$ cat src/rtl/core/assert_macros.svh
// assertion macros shared by the rtl of the averaging temperature lcd writer
// no dependencies; included by the modules that carry assertions
`ifndef ASSERT_MACROS_SVH
`define ASSERT_MACROS_SVH
`ifndef SYNTHESIS
// same-cycle implication
`define ASSERT_IMPLIES(label, clk, rst, pre, post) \
   label: assert property (@(posedge clk) disable iff (rst) (pre) |-> (post)) \
      else $error("same-cycle implication failed");
// next-cycle implication
`define ASSERT_NEXT(label, clk, rst, pre, post) \
   label: assert property (@(posedge clk) disable iff (rst) (pre) |=> (post)) \
      else $error("next-cycle implication failed");
`else
`define ASSERT_IMPLIES(label, clk, rst, pre, post)
`define ASSERT_NEXT(label, clk, rst, pre, post)
`endif
`endif

$ cat src/rtl/core/adcavg_pkg.sv
// shared types, widths and constants of the averaging temperature lcd writer
// no dependencies; imported by every module of the block
package adcavg_pkg;

   // sample averaging
   localparam int AVG_LOG2    = 4;
   localparam int SAMPLE_BITS = 10;
   localparam int SUM_W       = SAMPLE_BITS + AVG_LOG2;

   // scaling
   localparam int SCALE_W     = 10;
   localparam int SCALE_SHIFT = 10;
   localparam int PROD_W      = SAMPLE_BITS + SCALE_W;
   localparam int TEMP_W      = 10;
   localparam int TEMP_MAX    = 1023;
   localparam int DISP_W      = 7;
   localparam logic [DISP_W-1:0] DISPLAY_MAX = 7'd99;

   // configuration registers
   localparam int CURSOR_W    = 7;
   localparam int CSR_INDEX_W = 8;
   localparam int CSR_DATA_W  = SCALE_W;
   localparam logic [CSR_INDEX_W-1:0] CSR_SCALE_FACTOR   = 8'd0;
   localparam logic [CSR_INDEX_W-1:0] CSR_CURSOR_ADDRESS = 8'd1;
   localparam logic [SCALE_W-1:0]     SCALE_RESET        = 10'd300;
   localparam logic [CURSOR_W-1:0]    CURSOR_RESET       = 7'd70;

   // stream widths
   localparam int REQ_DATA_W = 16;
   localparam int RSP_DATA_W = 16;
   localparam int BYTE_W     = 8;

   // lcd burst: seven beats
   localparam int BYTE_IDX_W = 3;
   localparam logic [BYTE_IDX_W-1:0] BYTE_CMD    = 3'd0;
   localparam logic [BYTE_IDX_W-1:0] BYTE_TENS   = 3'd1;
   localparam logic [BYTE_IDX_W-1:0] BYTE_ONES   = 3'd2;
   localparam logic [BYTE_IDX_W-1:0] BYTE_SPACE  = 3'd3;
   localparam logic [BYTE_IDX_W-1:0] BYTE_OPEN   = 3'd4;
   localparam logic [BYTE_IDX_W-1:0] BYTE_LETTER = 3'd5;
   localparam logic [BYTE_IDX_W-1:0] BYTE_CLOSE  = 3'd6;

   localparam logic [BYTE_W-1:0] LCD_SET_CURSOR = 8'h80;
   localparam logic [BYTE_W-1:0] CHAR_ZERO      = 8'h30;
   localparam logic [BYTE_W-1:0] CHAR_SPACE     = 8'h20;
   localparam logic [BYTE_W-1:0] CHAR_OPEN      = 8'h28;
   localparam logic [BYTE_W-1:0] CHAR_C         = 8'h43;
   localparam logic [BYTE_W-1:0] CHAR_CLOSE     = 8'h29;

   // one pending display update
   typedef struct packed {
      logic [DISP_W-1:0]   temperature;
      logic [CURSOR_W-1:0] cursor;
   } burst_type;

   // tens digit of 0..99 by reciprocal multiply (205 / 2048)
   function automatic logic [3:0] tens_digit(input logic [DISP_W-1:0] value);
      logic [DISP_W+7:0] prod;
      prod = (DISP_W+8)'(value) * (DISP_W+8)'(205);
      return prod[14:11];
   endfunction

endpackage

$ cat src/rtl/core/adcavg_front.sv
// front end: accumulates samples, scales each block average and decides on a burst
// depends on adcavg_pkg; feeds adcavg_queue
module adcavg_front (
   input  logic                                clock,
   input  logic                                reset,
   input  logic                                req_tvalid,
   output logic                                req_tready,
   input  logic [adcavg_pkg::REQ_DATA_W-1:0]   req_tdata,
   input  logic [adcavg_pkg::SCALE_W-1:0]      scale_factor,
   input  logic [adcavg_pkg::CURSOR_W-1:0]     cursor_address,
   output logic                                push_valid,
   output adcavg_pkg::burst_type               push_entry,
   input  logic                                queue_full
);
   import adcavg_pkg::*;

   logic [SUM_W-1:0]       sum_ff, sum_in;
   logic [AVG_LOG2-1:0]    count_ff, count_in;
   logic                   a_valid_ff, a_valid_in;
   logic                   a_end_ff, a_end_in;
   logic [SAMPLE_BITS-1:0] avg_ff, avg_in;
   logic [TEMP_W-1:0]      cur_ff, cur_in;
   logic [DISP_W-1:0]      shown_ff, shown_in;

   logic                   accept;
   logic [SUM_W-1:0]       total;
   logic                   block_end;
   logic [PROD_W-1:0]      prod;
   logic [PROD_W-1:0]      scaled;
   logic [TEMP_W-1:0]      new_temp;
   logic [DISP_W-1:0]      disp;
   logic                   change;
   logic                   a_fire;

   // stage a: accumulate and capture the block average
   assign accept    = req_tvalid & req_tready;
   assign total     = sum_ff + SUM_W'(req_tdata[SAMPLE_BITS-1:0]);
   assign block_end = &count_ff;

   // stage b: scale, saturate and compare with the shown value
   assign prod     = PROD_W'(avg_ff) * PROD_W'(scale_factor);
   assign scaled   = prod >> SCALE_SHIFT;
   assign new_temp = !a_end_ff ? cur_ff :
                     (scaled > PROD_W'(TEMP_MAX)) ? TEMP_W'(TEMP_MAX) : scaled[TEMP_W-1:0];
   assign disp     = (new_temp > TEMP_W'(DISPLAY_MAX)) ? DISPLAY_MAX : new_temp[DISP_W-1:0];
   assign change   = disp != shown_ff;
   assign a_fire   = a_valid_ff & (~change | ~queue_full);

   assign req_tready             = ~a_valid_ff | a_fire;
   assign push_valid             = a_valid_ff & change & ~queue_full;
   assign push_entry.temperature = disp;
   assign push_entry.cursor      = cursor_address;

   // next state
   always_comb begin
      sum_in     = sum_ff;
      count_in   = count_ff;
      a_valid_in = a_valid_ff;
      a_end_in   = a_end_ff;
      avg_in     = avg_ff;
      cur_in     = cur_ff;
      shown_in   = shown_ff;
      if (a_fire) begin
         a_valid_in = 1'b0;
         cur_in     = new_temp;
         shown_in   = disp;
      end
      if (accept) begin
         a_valid_in = 1'b1;
         a_end_in   = block_end;
         avg_in     = total[SUM_W-1:AVG_LOG2];
         sum_in     = block_end ? '0 : total;
         count_in   = count_ff + 1'b1;
      end
   end

   // control and state registers
   always_ff @(posedge clock) begin
      if (reset) begin
         sum_ff     <= '0;
         count_ff   <= '0;
         a_valid_ff <= 1'b0;
         cur_ff     <= '0;
         shown_ff   <= '0;
      end else begin
         sum_ff     <= sum_in;
         count_ff   <= count_in;
         a_valid_ff <= a_valid_in;
         cur_ff     <= cur_in;
         shown_ff   <= shown_in;
      end
   end

   // payload registers
   always_ff @(posedge clock) begin
      a_end_ff <= a_end_in;
      avg_ff   <= avg_in;
   end

endmodule

$ cat src/rtl/core/adcavg_queue.sv
// two-entry queue of pending display updates between front and back
// depends on adcavg_pkg and assert_macros.svh
`include "assert_macros.svh"
module adcavg_queue (
   input  logic                  clock,
   input  logic                  reset,
   input  logic                  push_valid,
   input  adcavg_pkg::burst_type push_entry,
   output logic                  full,
   input  logic                  pop,
   output logic                  head_valid,
   output adcavg_pkg::burst_type head
);
   import adcavg_pkg::*;

   burst_type  mem_ff [2];
   logic       wr_ptr_ff, wr_ptr_in;
   logic       rd_ptr_ff, rd_ptr_in;
   logic [1:0] count_ff, count_in;

   assign full       = count_ff == 2'd2;
   assign head_valid = count_ff != 2'd0;
   assign head       = mem_ff[rd_ptr_ff];

   // pointer and fill count
   always_comb begin
      wr_ptr_in = wr_ptr_ff ^ push_valid;
      rd_ptr_in = rd_ptr_ff ^ pop;
      count_in  = count_ff + {1'b0, push_valid} - {1'b0, pop};
   end

   always_ff @(posedge clock) begin
      if (reset) begin
         wr_ptr_ff <= 1'b0;
         rd_ptr_ff <= 1'b0;
         count_ff  <= 2'd0;
      end else begin
         wr_ptr_ff <= wr_ptr_in;
         rd_ptr_ff <= rd_ptr_in;
         count_ff  <= count_in;
      end
   end

   // entry storage
   always_ff @(posedge clock) begin
      if (push_valid) begin
         mem_ff[wr_ptr_ff] <= push_entry;
      end
   end

   `ASSERT_IMPLIES(q_no_overflow, clock, reset, push_valid, count_ff != 2'd2)
   `ASSERT_IMPLIES(q_no_underflow, clock, reset, pop, count_ff != 2'd0)
   `ASSERT_IMPLIES(q_count_bound, clock, reset, 1'b1, count_ff != 2'd3)

endmodule

$ cat src/rtl/core/adcavg_back.sv
// back end: plays each queued update out as a seven-beat lcd byte burst
// depends on adcavg_pkg and assert_macros.svh; drained from adcavg_queue
`include "assert_macros.svh"
module adcavg_back (
   input  logic                              clock,
   input  logic                              reset,
   input  logic                              head_valid,
   input  adcavg_pkg::burst_type             head,
   output logic                              pop,
   output logic                              rsp_tvalid,
   input  logic                              rsp_tready,
   output logic [adcavg_pkg::RSP_DATA_W-1:0] rsp_tdata,
   output logic                              rsp_tuser,
   output logic                              rsp_tlast
);
   import adcavg_pkg::*;

   logic [BYTE_IDX_W-1:0] idx_ff, idx_in;
   logic                  valid_ff, valid_in;
   logic [BYTE_W-1:0]     byte_ff, byte_in;
   logic [DISP_W-1:0]     temp_ff;
   logic                  rs_ff, rs_in;
   logic                  last_ff, last_in;
   logic                  load;
   logic [3:0]            tens;
   logic [DISP_W-1:0]     ones;

   assign load = head_valid & (~valid_ff | rsp_tready);
   assign pop  = load & (idx_ff == BYTE_CLOSE);

   // digits of the displayed value
   assign tens = tens_digit(head.temperature);
   assign ones = head.temperature - DISP_W'(tens) * DISP_W'(10);

   // byte for the current beat of the burst
   always_comb begin
      rs_in   = 1'b1;
      last_in = 1'b0;
      case (idx_ff)
         BYTE_CMD: begin
            rs_in   = 1'b0;
            byte_in = LCD_SET_CURSOR | BYTE_W'(head.cursor);
         end
         BYTE_TENS:   byte_in = CHAR_ZERO + BYTE_W'(tens);
         BYTE_ONES:   byte_in = CHAR_ZERO + BYTE_W'(ones);
         BYTE_SPACE:  byte_in = CHAR_SPACE;
         BYTE_OPEN:   byte_in = CHAR_OPEN;
         BYTE_LETTER: byte_in = CHAR_C;
         BYTE_CLOSE: begin
            byte_in = CHAR_CLOSE;
            last_in = 1'b1;
         end
         default:     byte_in = CHAR_SPACE;
      endcase
   end

   // beat counter and output valid
   always_comb begin
      idx_in   = idx_ff;
      valid_in = valid_ff;
      if (load) begin
         valid_in = 1'b1;
         idx_in   = (idx_ff == BYTE_CLOSE) ? BYTE_CMD : idx_ff + 1'b1;
      end else if (rsp_tready) begin
         valid_in = 1'b0;
      end
   end

   always_ff @(posedge clock) begin
      if (reset) begin
         idx_ff   <= BYTE_CMD;
         valid_ff <= 1'b0;
      end else begin
         idx_ff   <= idx_in;
         valid_ff <= valid_in;
      end
   end

   // output payload register
   always_ff @(posedge clock) begin
      if (load) begin
         byte_ff <= byte_in;
         temp_ff <= head.temperature;
         rs_ff   <= rs_in;
         last_ff <= last_in;
      end
   end

   assign rsp_tvalid = valid_ff;
   assign rsp_tdata  = RSP_DATA_W'({temp_ff, byte_ff});
   assign rsp_tuser  = rs_ff;
   assign rsp_tlast  = last_ff;

   `ASSERT_IMPLIES(bk_mid_burst_has_entry, clock, reset, idx_ff != BYTE_CMD, head_valid)
   `ASSERT_IMPLIES(bk_last_ends_burst, clock, reset, valid_ff && last_ff, idx_ff == BYTE_CMD)
   `ASSERT_IMPLIES(bk_cmd_has_bit7, clock, reset, valid_ff && !rs_ff, byte_ff[BYTE_W-1])

endmodule

$ cat src/rtl/core/adc_average_temperature_lcd_writer_unit.sv
// top level of the averaging temperature lcd writer: csr registers, front, queue, back
// depends on adcavg_pkg, adcavg_front, adcavg_queue and adcavg_back
//
// channel  direction  beat contents
// req      in         tdata[9:0] adc_sample
// rsp      out        tdata[7:0] lcd_byte, tdata[14:8] temperature; tuser register_select;
//                     tlast last
// csr      in         csr_index register number, csr_data value
//
// a sample is taken every cycle while the front's single stage is free or moving on;
// a sample that changes the displayed value yields a 7-beat burst, one beat a cycle while
// the rsp side is ready.
// the two-entry queue lets the front keep taking samples while a burst plays out.
// synchronous reset clears control, accumulator and display state, scale 300, cursor 70.
// a stalled rsp beat holds; csr writes are always ready.
module adc_average_temperature_lcd_writer_unit (
   input  logic                                 clock,
   input  logic                                 reset,
   input  logic                                 req_tvalid,
   output logic                                 req_tready,
   input  logic [adcavg_pkg::REQ_DATA_W-1:0]    req_tdata,   // [9:0] adc_sample
   output logic                                 rsp_tvalid,
   input  logic                                 rsp_tready,
   output logic [adcavg_pkg::RSP_DATA_W-1:0]    rsp_tdata,   // [7:0] lcd_byte, [14:8] temperature
   output logic                                 rsp_tuser,   // [0] register_select
   output logic                                 rsp_tlast,
   input  logic                                 csr_valid,
   output logic                                 csr_ready,
   input  logic [adcavg_pkg::CSR_INDEX_W-1:0]   csr_index,
   input  logic [adcavg_pkg::CSR_DATA_W-1:0]    csr_data
);
   import adcavg_pkg::*;

   logic [SCALE_W-1:0]  scale_ff, scale_in;
   logic [CURSOR_W-1:0] cursor_ff, cursor_in;
   logic                csr_write;
   logic                push_valid;
   burst_type           push_entry;
   logic                queue_full;
   logic                pop;
   logic                head_valid;
   burst_type           head;

   // configuration registers
   assign csr_ready = 1'b1;
   assign csr_write = csr_valid & csr_ready;

   always_comb begin
      scale_in  = scale_ff;
      cursor_in = cursor_ff;
      if (csr_write) begin
         case (csr_index)
            CSR_SCALE_FACTOR:   scale_in  = csr_data[SCALE_W-1:0];
            CSR_CURSOR_ADDRESS: cursor_in = csr_data[CURSOR_W-1:0];
            default: ;
         endcase
      end
   end

   always_ff @(posedge clock) begin
      if (reset) begin
         scale_ff  <= SCALE_RESET;
         cursor_ff <= CURSOR_RESET;
      end else begin
         scale_ff  <= scale_in;
         cursor_ff <= cursor_in;
      end
   end

   adcavg_front u_front (
      .clock          (clock),
      .reset          (reset),
      .req_tvalid     (req_tvalid),
      .req_tready     (req_tready),
      .req_tdata      (req_tdata),
      .scale_factor   (scale_ff),
      .cursor_address (cursor_ff),
      .push_valid     (push_valid),
      .push_entry     (push_entry),
      .queue_full     (queue_full)
   );

   adcavg_queue u_queue (
      .clock      (clock),
      .reset      (reset),
      .push_valid (push_valid),
      .push_entry (push_entry),
      .full       (queue_full),
      .pop        (pop),
      .head_valid (head_valid),
      .head       (head)
   );

   adcavg_back u_back (
      .clock      (clock),
      .reset      (reset),
      .head_valid (head_valid),
      .head       (head),
      .pop        (pop),
      .rsp_tvalid (rsp_tvalid),
      .rsp_tready (rsp_tready),
      .rsp_tdata  (rsp_tdata),
      .rsp_tuser  (rsp_tuser),
      .rsp_tlast  (rsp_tlast)
   );

endmodule
$ cat config.mk
export PLATFORM = sky130hd
export DESIGN_NAME = adc_average_temperature_lcd_writer_unit
export DESIGN_NICKNAME = d
export VERILOG_FILES = /design/src/rtl/core/adcavg_pkg.sv /design/src/rtl/core/adcavg_front.sv /design/src/rtl/core/adcavg_queue.sv /design/src/rtl/core/adcavg_back.sv /design/src/rtl/core/adc_average_temperature_lcd_writer_unit.sv
export VERILOG_INCLUDE_DIRS = /design/src /design/src/rtl/core
export SDC_FILE = /design/constraint.sdc
export NUM_CORES = 1
export LEC_CHECK = 0
export BUFFER_PORTS_ARGS = -buffer_cell sky130_fd_sc_hd__buf_2
export CORE_MARGIN = 3
export CORE_UTILIZATION = 38
export CTS_BUF_LIST = sky130_fd_sc_hd__clkbuf_8
export DETAILED_ROUTE_END_ITERATION = 8
export GPL_TIMING_DRIVEN = 0
export PLACE_DENSITY = 0.54
export REMOVE_ABC_BUFFERS = 1
export SLEW_MARGIN = 0
export SYNTH_ARGS = -nofsm -noshare
export SYNTH_HDL_FRONTEND = slang
export SYNTH_SLANG_ARGS = --single-unit
export TNS_END_PERCENT = 20
$ cat constraint.sdc
create_clock -name clock -period 8.2 [get_ports clock]
set_input_delay 1.23 -clock clock [delete_from_list [all_inputs] [get_ports clock]]
set_output_delay 1.23 -clock clock [all_outputs]
set_load 0.01 [all_outputs]
==> summary.md, run 1 <==
| Metric | Value |
|---|---|
| Largest family of logic cells by synthesized area | `adder cells` |
| Worst Skew | `0.0220 ns` |
| Relative slew slack | `0.152` |
| Xor/xnor cell area share of the yosys netlist | `0.0342` |
| Layout net count | `1320` |
| # setup viols final | `0` |
| Avg WL per Cell | `15.0 microns` |
| Die area | `28400 sq um` |
| Total wire length | `21600 microns` |
| Most frequent cell after synthesis | `inv_1` |
| First-pass GRT wire length | `36200 microns` |
| Post-synthesis mux area share | `0.0482` |
| Worst Path Arrival | `6.82 ns` |
| Worst skew pair latency | `0.45 ns` |
| Hold_ws | `0.463 ns` |
| Cell variety after synth | `75` |
| Post-synthesis register bit count | `117` |
| Hold Path Class | `register to register` |
| Antenna Nets Post-Route | `0` |
| Initial core utilization | `0.392` |
| Via Count | `7289` |
| CTS Sinks | `117` |
| Commonest cells post-synth | `inv_1 (118), ha_1 (111), nor2_1 (76)` |
| Clk pin slew, worst setup/hold paths | `0.08 ns` |
| Placed cell areas | `10500 sq um` |
| Largest net degree at the start of global routing | `67` |
| Syn Area/Cell | `9.73 sq um` |
| TritonRoute pass-1 iters | `5` |
| Fin. max-slew vios | `0` |
| Std cell rows | `58` |
| Ant diodes | `0` |
| Cell area after synthesis | `10000 sq um` |
| DPL Wire Length | `15600 microns` |
| H-Tree Depth | `4` |
| I/O Buffers | `51` |
| DRT iter0 DRCs | `364` |
| Simple-gate share of the synthesized area | `0.156` |
| Die span in x | `168 microns` |
| I/O pin count | `60` |
| Max Cap Viol | `0` |
| Synth top area share | `0.168` |
| Worst Setup End Kind | `output pin` |
| Clock buffer depth | `2` |
| Detailed-route vias per instance | `5.06` |
| WP data required | `6.97 ns` |
| Synth Instances | `1030` |
| Core ar. | `25500 sq um` |
| Yosys warning total | `0` |
| Die height | `168 microns` |
| Area of the multi-input gates | `6770 sq um` |
| Final critical-path share of the clock period | `0.982` |
| Total global-route track usage | `0.156` |
| Largest cells by area after synthesis | `edfxtp_1 (17%), fa_1 (14%), ha_1 (14%)` |
| Total grt overflow | `0` |
| CTS Buf Count | `17` |
| FFs w/ async S/R, synth | `0` |
| Sequential fraction of the synthesis area | `0.290` |
| WS Path Type | `register to output pin` |
| Leading area contributor after synthesis | `edfxtp_1` |
| Main synth FF type | `dfxtp_1` |
| Fin area | `11600 sq um` |
| Startpoint Class | `register` |
| Initial antenna violation count | `0` |
| Max Clk Rate | `124 MHz` |
| # fillers | `2494` |
| Compound-Gate Fraction of Synth Area | `0.123` |
| Sequential Area | `2910 sq um` |
| Fin. Hold Viols | `0` |
| DRC violations left | `0` |
| Status | `completed` |
| Number of global-route vias before repair | `7405` |
| Area grow syn2layout | `15.6%` |
| Largest fanout on the critical path | `9` |
| Root buffer selected by CTS | `clkbuf_8` |
| Layout cells sized above 1 | `0.183` |
| Area share of fa/ha/maj cells after synthesis | `0.282` |
| CTS tree | `done` |
| Post-synth EDFFs | `56` |
| Minimum clock period | `8.05 ns` |
| Worst Tran Pin Value | `1.27 ns` |
| Final Wtd Congestion | `0.792` |
| Post-route setup TNS | `0 ns` |
-- layout by cell type (no fill, tap or decap), types with 7 or more instances in the layout --
| cell | netlist | final |
|---|---|---|
| a211o_1 | 10 | 10 |
| a211oi_1 | 8 | 8 |
| a21o_1 | 7 | 7 |
| a21oi_1 | 47 | 40 |
| and2_1 | 61 | 61 |
| and3_1 | 8 | 8 |
| buf_2 | 3 | 50 |
| buf_4 | 6 | 41 |
| clkbuf_8 | 0 | 17 |
| dfxtp_1 | 61 | 52 |
| dfxtp_2 | 0 | 9 |
| edfxtp_1 | 56 | 56 |
| fa_1 | 72 | 72 |
| ha_1 | 111 | 103 |
| inv_1 | 118 | 116 |
| mux2_2 | 7 | 7 |
| mux2i_1 | 37 | 37 |
| nand2_1 | 74 | 70 |
| nand2b_1 | 10 | 10 |
| nand3_1 | 9 | 9 |
| nor2_1 | 76 | 76 |
| nor2b_1 | 25 | 24 |
| nor3_1 | 11 | 10 |
| o21ai_0 | 32 | 28 |
| xnor2_1 | 21 | 21 |
| xor2_1 | 11 | 10 |
-- logic make-up (layout without fill, tap and decap cells) --
group,Yosys count,count (layout)
other,2,2
AND/OR/NAND/NOR,308,308
XOR/XNOR,35,35
adder cells (fa/ha/maj),183,183
multiplexers,47,47
buffers and inverters,166,247
AO/OA/AOI/OAI,172,172
flip-flops,117,117
-- routing by layer --
layer	global-route usage	vias up	routed length [microns]
met3	0.0235	6	691
met1	0.213	3524	10400
met2	0.264	104	10400
met5	0	-	0
li1	-	3655	-
met4	0.0342	0	76
-- worst paths after layout --
check | startpoint | to | slack, ns | cells after the start
worst max-delay path | u_front.avg_ff[5]$_DFFE_PP_ | req_tready | 0.15 | 24
worst min-delay path | cursor_ff[0]$_SDFFE_PP0P_ | u_queue.mem_ff[0][0]$_DFFE_PP_ | 0.46 | 0
worst max register to register | u_front.avg_ff[5]$_DFFE_PP_ | u_front.sum_ff[10]$_SDFFE_PP0P_ | 0.66 | 26
worst min register to register | cursor_ff[0]$_SDFFE_PP0P_ | u_queue.mem_ff[0][0]$_DFFE_PP_ | 0.46 | 0
-- cell type report --
cell class,instances,share of cell area
Multi-Input combinational cell,747,0.584
Inverter,118,0.0382
Sequential cell,117,0.252
Clock buffer,17,0.0202
Tap cell,330,0.0356
Timing Repair Buffer,97,0.0543
Clock inverter,15,0.0159
-- through the flow --
step | worst slack, ns | util | std cells
final | 0.149 | 0.454 | 1441
after global routing | -0.135 | 0.454 | 1441
after CTS | 0.0747 | 0.440 | 1427
after detailed placement | -0.0843 | 0.411 | 1364
after global placement | -0.113 | 0.410 | 1363
after floorplan | 0.822 | - | 982
-- registers in the layout, summed over array words and instances, names as in the netlist --
register,flops
u_back.temp_ff,7
u_front.a_end_ff,1
u_back.rsp_tuser,1
u_queue.rd_ptr_ff,1
scale_ff,10
u_queue.count_ff,2
u_queue.wr_ptr_ff,1
cursor_ff,7
u_back.byte_ff,8
u_front.avg_ff,10
u_front.shown_ff,7
u_front.count_ff,4
u_back.idx_ff,3
u_front.cur_ff,10
u_back.rsp_tlast,1
u_front.a_valid_ff,1
u_queue.mem_ff,28
u_back.rsp_tvalid,1
u_front.sum_ff,14
-- critical path, stage by stage (launching register included) --
cell	delay [ns]
edfxtp_1	0.48
buf_4	0.18
and2_1	0.16
fa_1	0.49
inv_1	0.05
fa_1	0.50
fa_1	0.54
inv_1	0.06
fa_1	0.47
ha_1	0.35
ha_4	0.34
nand4_1	0.16
a2111oi_4	0.43
nand2_2	0.16
buf_6	0.15
and4b_1	0.21
or2_4	0.27
nor3_4	0.33
buf_4	0.19
buf_4	0.11
a221oi_4	0.06
a2bb2oi_2	0.19
nor3_2	0.22
or3_1	0.15
buf_2	0.13
-- what timing repair did --
| action | 4_1_cts | 5_1_grt |
|---|---|---|
| hold buffers | 0 | 0 |
| pin swaps | 8 | 33 |
| hold endpoints to repair | 0 | 0 |
| setup buffers | 31 | 13 |
| gates resized for setup | 25 | 46 |
| setup endpoints to repair | 4 | 1 |
Power of run 1 is not shown: default switching activity piles up to over one toggle a cycle in this logic, so the estimate is an artifact.
==> inputs of run 2 (changes only) <==
--- a/config.mk
+++ b/config.mk
@@ -6,7 +6,7 @@
 export SDC_FILE = /design/constraint.sdc
 export NUM_CORES = 1
 export LEC_CHECK = 0
-export BUFFER_PORTS_ARGS = -buffer_cell sky130_fd_sc_hd__buf_2
+export BUFFER_PORTS_ARGS = -buffer_cell sky130_fd_sc_hd__buf_4
 export CORE_MARGIN = 3
 export CORE_UTILIZATION = 38
 export CTS_BUF_LIST = sky130_fd_sc_hd__clkbuf_8
==> summary.md, run 2 (synthesis gave the netlist of run 1 again) <==
| Metric | Value |
|---|---|
| Cell count after placement | `1364` |
| Worst path cell trace | `buf_4, buf_4, and2_1, fa_1, fa_1, fa_1, fa_1, ha_1, ha_4, nand4_1, a2111oi_4, nand2_2, a211oi_2, o31ai_2, o31a_1, buf_4, a221oi_4, a2bb2oi_2, nor3_2, or3_4, buf_4` |
| Worst Setup End Kind | `output pin` |
| Clk pin slew, worst setup/hold paths | `0.08 ns` |
| Total wire length | `21700 microns` |
| CP max stage delay | `0.55 ns` |
| WP data required | `6.97 ns` |
| Clock buffer depth | `2` |
| Fin. max-slew vios | `0` |
| Total global-route track usage | `0.158` |
| # setup viols final | `0` |
| First-pass GRT wire length | `36800 microns` |
| Fin area | `11800 sq um` |
| Worst Tran Pin Value | `1.30 ns` |
| Largest fanout on the critical path | `9` |
| WS Path Type | `register to output pin` |
| Die span in x | `168 microns` |
| I/O pin count | `60` |
| Root buffer selected by CTS | `clkbuf_8` |
| Initial core utilization | `0.392` |
| Commonest non-fill, non-tap cell in the layout | `inv_1` |
| Avg WL per Cell | `15.0 microns` |
| Via Count | `7326` |
| Worst skew pair latency | `0.45 ns` |
| I/O Buffers | `51` |
| Max Clk Rate | `125 MHz` |
| # fillers | `2486` |
| Most frequent cells in the layout | `inv_1 (118), ha_1 (101), buf_4 (97)` |
| TritonRoute pass-1 iters | `4` |
| H-Tree Depth | `4` |
| Startpoint Class | `register` |
| Final Wtd Congestion | `0.803` |
| Fin. Hold Viols | `0` |
| Antenna Nets Post-Route | `0` |
| Largest registers | `u_queue.mem_ff (28), u_front.sum_ff (14)` |
| Ant diodes | `0` |
| CTS Sinks | `117` |
| Largest net degree at the start of global routing | `67` |
| Area grow syn2layout | `18.0%` |
| DRC violations left | `0` |
| DRT iter0 DRCs | `327` |
| Minimum clock period | `8.00 ns` |
| Die height | `168 microns` |
| CTS tree | `done` |
| Worst Skew | `0.0159 ns` |
| Layout cells sized above 1 | `0.191` |
| Layout net count | `1327` |
| Status | `completed` |
| Core Util, Final | `0.463` |
| Max Cap Viol | `0` |
| Max reg flops | `28` |
| Layout Cells excl Fill | `1448` |
| Die area | `28400 sq um` |
| CTS Buf Count | `17` |
| Std cell rows | `58` |
| Total grt overflow | `0` |
| DPL Wire Length | `15600 microns` |
| Relative slew slack | `0.133` |
| Core ar. | `25500 sq um` |
| Detailed-route vias per instance | `5.06` |
| Initial antenna violation count | `0` |
| Slowest-stage cell, CP | `fa_1` |
| Final critical-path share of the clock period | `0.975` |
| Number of global-route vias before repair | `7581` |
| Placed cell areas | `10600 sq um` |
| Worst Path Arrival | `6.77 ns` |
| Hold Path Class | `register to register` |
| Largest Register | `u_queue.mem_ff` |
[run 2: cell count changes in the layout (fill, tap and decap cells not counted), sizes merged]
cell | before | now
buf | 97 | 104
bufinv | 2 | 3
clkinv | 4 | 5
clkinvlp | 0 | 1
inv | 127 | 124
[run 2: critical path, delay by kind of cell (launching register included)]
family,cells,cell delay [ns]
adders and majority gates,6,2.64
buffers and inverters,4,0.62
AOI/OAI and AO/OA,6,1.63
DFF,1,0.46
and+or+nand+nor,5,0.95
[run 2: repair_timing]
action	in CTS	in global routing
pin swaps	11	30
hold buffers	0	0
endpoints found under the hold margin	0	0
setup buffers	32	19
setup endpoints to repair	4	1
resized for setup	30	42
[run 2: layout make-up]
| type | count | area, sq um | area share |
|---|---|---|---|
| clock buffer | 17 | 234 | 0.0198 |
| clock inverter | 15 | 195 | 0.0165 |
| inverter | 118 | 443 | 0.0375 |
| multi-input combinational | 747 | 6810 | 0.576 |
| sequential | 117 | 2910 | 0.246 |
| tap | 330 | 413 | 0.0349 |
| timing repair buffer | 104 | 811 | 0.0686 |
[run 2: worst paths after layout]
path,startpoint,to,slack (ns),cells past startpoint
worst max-delay path,u_front.avg_ff[6]$_DFFE_PP_,req_tready,0.20,21
worst min-delay path,cursor_ff[4]$_SDFFE_PP0P_,u_queue.mem_ff[0][4]$_DFFE_PP_,0.45,0
worst max register to register,u_front.avg_ff[6]$_DFFE_PP_,u_front.sum_ff[12]$_SDFFE_PP0P_,0.63,29
worst min register to register,cursor_ff[4]$_SDFFE_PP0P_,u_queue.mem_ff[0][4]$_DFFE_PP_,0.45,0
[run 2: stage by stage]
step	TNS (ns)	setup WS [ns]	hold slack, ns
after global placement	-0.324	-0.116	0.436
after floorplan	0	0.822	0.425
after global routing	-0.0709	-0.0709	0.475
after CTS	0	0.00626	0.456
after detailed placement	-0.252	-0.147	0.438
final	0	0.201	0.453
[run 2: metal layers]
layer,GRT usage,up-vias,part of all wire
met5,0,-,0
met4,0.0423,0,0.010
met3,0.0265,19,0.028
met2,0.262,97,0.47
met1,0.215,3548,0.49
li1,-,3662,-
Power of run 2 is left out for the same reason.
==> inputs of run 3 (changes only) <==
--- a/config.mk
+++ b/config.mk
@@ -12,7 +12,7 @@
 export CTS_BUF_LIST = sky130_fd_sc_hd__clkbuf_8
 export DETAILED_ROUTE_END_ITERATION = 8
 export GPL_TIMING_DRIVEN = 0
-export PLACE_DENSITY = 0.54
+export PLACE_DENSITY = 0.53
 export REMOVE_ABC_BUFFERS = 1
 export SLEW_MARGIN = 0
 export SYNTH_ARGS = -nofsm -noshare
==> summary.md, run 3 (synthesis gave the netlist of run 1 again) <==
| Metric | Value |
|---|---|
| Die area | `28400 sq um` |
| CP delay by family, top | `adder cells` |
| Worst skew pair latency | `0.44 ns` |
| Initial antenna violation count | `0` |
| Worst Skew | `0.0182 ns` |
| Layout cells sized above 1 | `0.179` |
| Worst reg2reg startpoint | `u_front.avg_ff[5]$_DFFE_PP_` |
| Area of the multi-input gates | `6740 sq um` |
| Number of global-route vias before repair | `7358` |
| Reg-to-reg endpoint | `u_front.cur_ff[9]$_SDFFE_PP0P_` |
| Largest net degree at the start of global routing | `67` |
| Startpoint Class | `register` |
| Clock buffer depth | `2` |
| Worst r2r path cells | `25` |
| Status | `completed` |
| Worst Path Buf+Inv | `4` |
| Critical Path Most Common Cell | `fa_1` |
| CTS Sinks | `117` |
| Commonest non-fill, non-tap cell in the layout | `inv_1` |
| Die height | `168 microns` |
| Clk pin slew, worst setup/hold paths | `0.09 ns` |
| Ant diodes | `0` |
| Relative slew slack | `0.308` |
| Hold Path Class | `register to register` |
| WS Path Type | `register to output pin` |
| I/O pin count | `60` |
| Post-route setup TNS | `0 ns` |
| Core ar. | `25500 sq um` |
| Worst Path Arrival | `6.78 ns` |
| Worst path cell trace | `and2_1, fa_1, inv_1, fa_1, fa_1, inv_1, fa_1, ha_1, ha_4, nand4_1, a2111oi_4, nand2_2, a211oi_2, o31ai_2, o31a_1, buf_4, o31a_1, o32ai_4, nor3_2, or3_4, buf_4` |
| Largest registers | `u_queue.mem_ff (28), u_front.sum_ff (14)` |
| Antenna Nets Post-Route | `0` |
| Final Wtd Congestion | `0.795` |
| Avg WL per Cell | `15.1 microns` |
| Fin. Hold Viols | `0` |
| Hold path depth | `0` |
| Die span in x | `168 microns` |
| DRC violations left | `0` |
| CTS tree | `done` |
| Max Cap Viol | `0` |
| Detailed-route vias per instance | `5.09` |
| TritonRoute pass-1 iters | `5` |
| First-pass GRT wire length | `36400 microns` |
| Fin. max-slew vios | `0` |
| Max reg flops | `28` |
| # fillers | `2495` |
| Via Count | `7309` |
| Largest fanout on the critical path | `9` |
| # setup viols final | `0` |
| CTS Buf Count | `17` |
| Total global-route track usage | `0.157` |
| Initial core utilization | `0.392` |
| Most frequent cells in the layout | `inv_1 (118), ha_1 (104), buf_4 (86)` |
| Worst Tran Pin Value | `1.04 ns` |
| Worst Setup End Kind | `output pin` |
| Slowest-stage cell, CP | `fa_1` |
| Area grow syn2layout | `16.7%` |
| WP data required | `6.97 ns` |
| DRT iter0 DRCs | `364` |
| Reg2reg setup slack | `0.70 ns` |
| Total wire length | `21600 microns` |
| Sequential Area | `2910 sq um` |
| Largest Register | `u_queue.mem_ff` |
| Total grt overflow | `0` |
| Layout net count | `1316` |
| Hold Crit Endpoint | `u_queue.mem_ff[1][0]$_DFFE_PP_` |
| I/O Buffers | `51` |
| CP max stage delay | `0.56 ns` |
| Final critical-path share of the clock period | `0.977` |
| Minimum clock period | `8.01 ns` |
| Max Clk Rate | `125 MHz` |
| DPL Wire Length | `15800 microns` |
| Std cell rows | `58` |
| H-Tree Depth | `4` |
| Hold path startpoint | `cursor_ff[0]$_SDFFE_PP0P_` |
| Root buffer selected by CTS | `clkbuf_8` |
-- run 3: changes by cell type in the layout (fill, tap and decap cells not counted), moves of 3 or more --
cell / change
and2_1: +3
and2_4: -3
buf_4: -11
buf_6: -3
ha_1: +3
ha_4: -3
-- run 3: worst max-delay path by stage --
stage | startpoint | to | slack [ns] | cells past startpoint
finish | u_front.avg_ff[5]$_DFFE_PP_ | req_tready | 0.19 | 21
global route | u_front.avg_ff[6]$_DFFE_PP_ | req_tready | -0.01 | 23
CTS | u_front.avg_ff[0]$_DFFE_PP_ | req_tready | 0.001 | 21
detailed placement | u_front.avg_ff[1]$_DFFE_PP_ | req_tready | -0.12 | 22
global placement | u_front.avg_ff[1]$_DFFE_PP_ | req_tready | -0.16 | 22
floorplan | u_front.avg_ff[1]$_DFFE_PP_ | req_tready | 0.82 | 21
-- run 3: what timing repair did --
item / 4_1_cts / 5_1_grt
pin swaps: 7 / 25
gates resized for setup: 27 / 32
setup endpoints to repair: 4 / 1
gates cloned: 0 / 0
setup buffers: 31 / 9
hold buffers: 0 / 0
-- run 3: per-stage QoR --
| stage | std cells | hold WS (ns) | cell area, sq um | setup slack, ns | util |
|---|---|---|---|---|---|
| floorplan | 982 | 0.425 | 9810 | 0.822 | - |
| global placement | 1363 | 0.436 | 10600 | -0.158 | 0.415 |
| detailed placement | 1364 | 0.445 | 10600 | -0.117 | 0.416 |
| CTS | 1427 | 0.458 | 11400 | 0.00106 | 0.448 |
| global route | 1437 | 0.476 | 11700 | -0.0132 | 0.458 |
| finish | 1437 | 0.454 | 11700 | 0.190 | 0.458 |
-- run 3: metal layers --
layer  share of wire  up-vias  GRT usage
met2            0.46      115      0.262
met4          0.0073        0     0.0277
met3           0.037       15     0.0284
li1                -     3649          -
met1            0.49     3530      0.218
met5               0        -          0
-- run 3: cell type report --
class	count	area share
multi-input combinational	747	0.576
clock inverter	15	0.0183
tap	330	0.0353
timing repair buffer	93	0.0632
sequential	117	0.249
clock buffer	17	0.0200
inverter	118	0.0379
Power of run 3 is left out for the same reason.
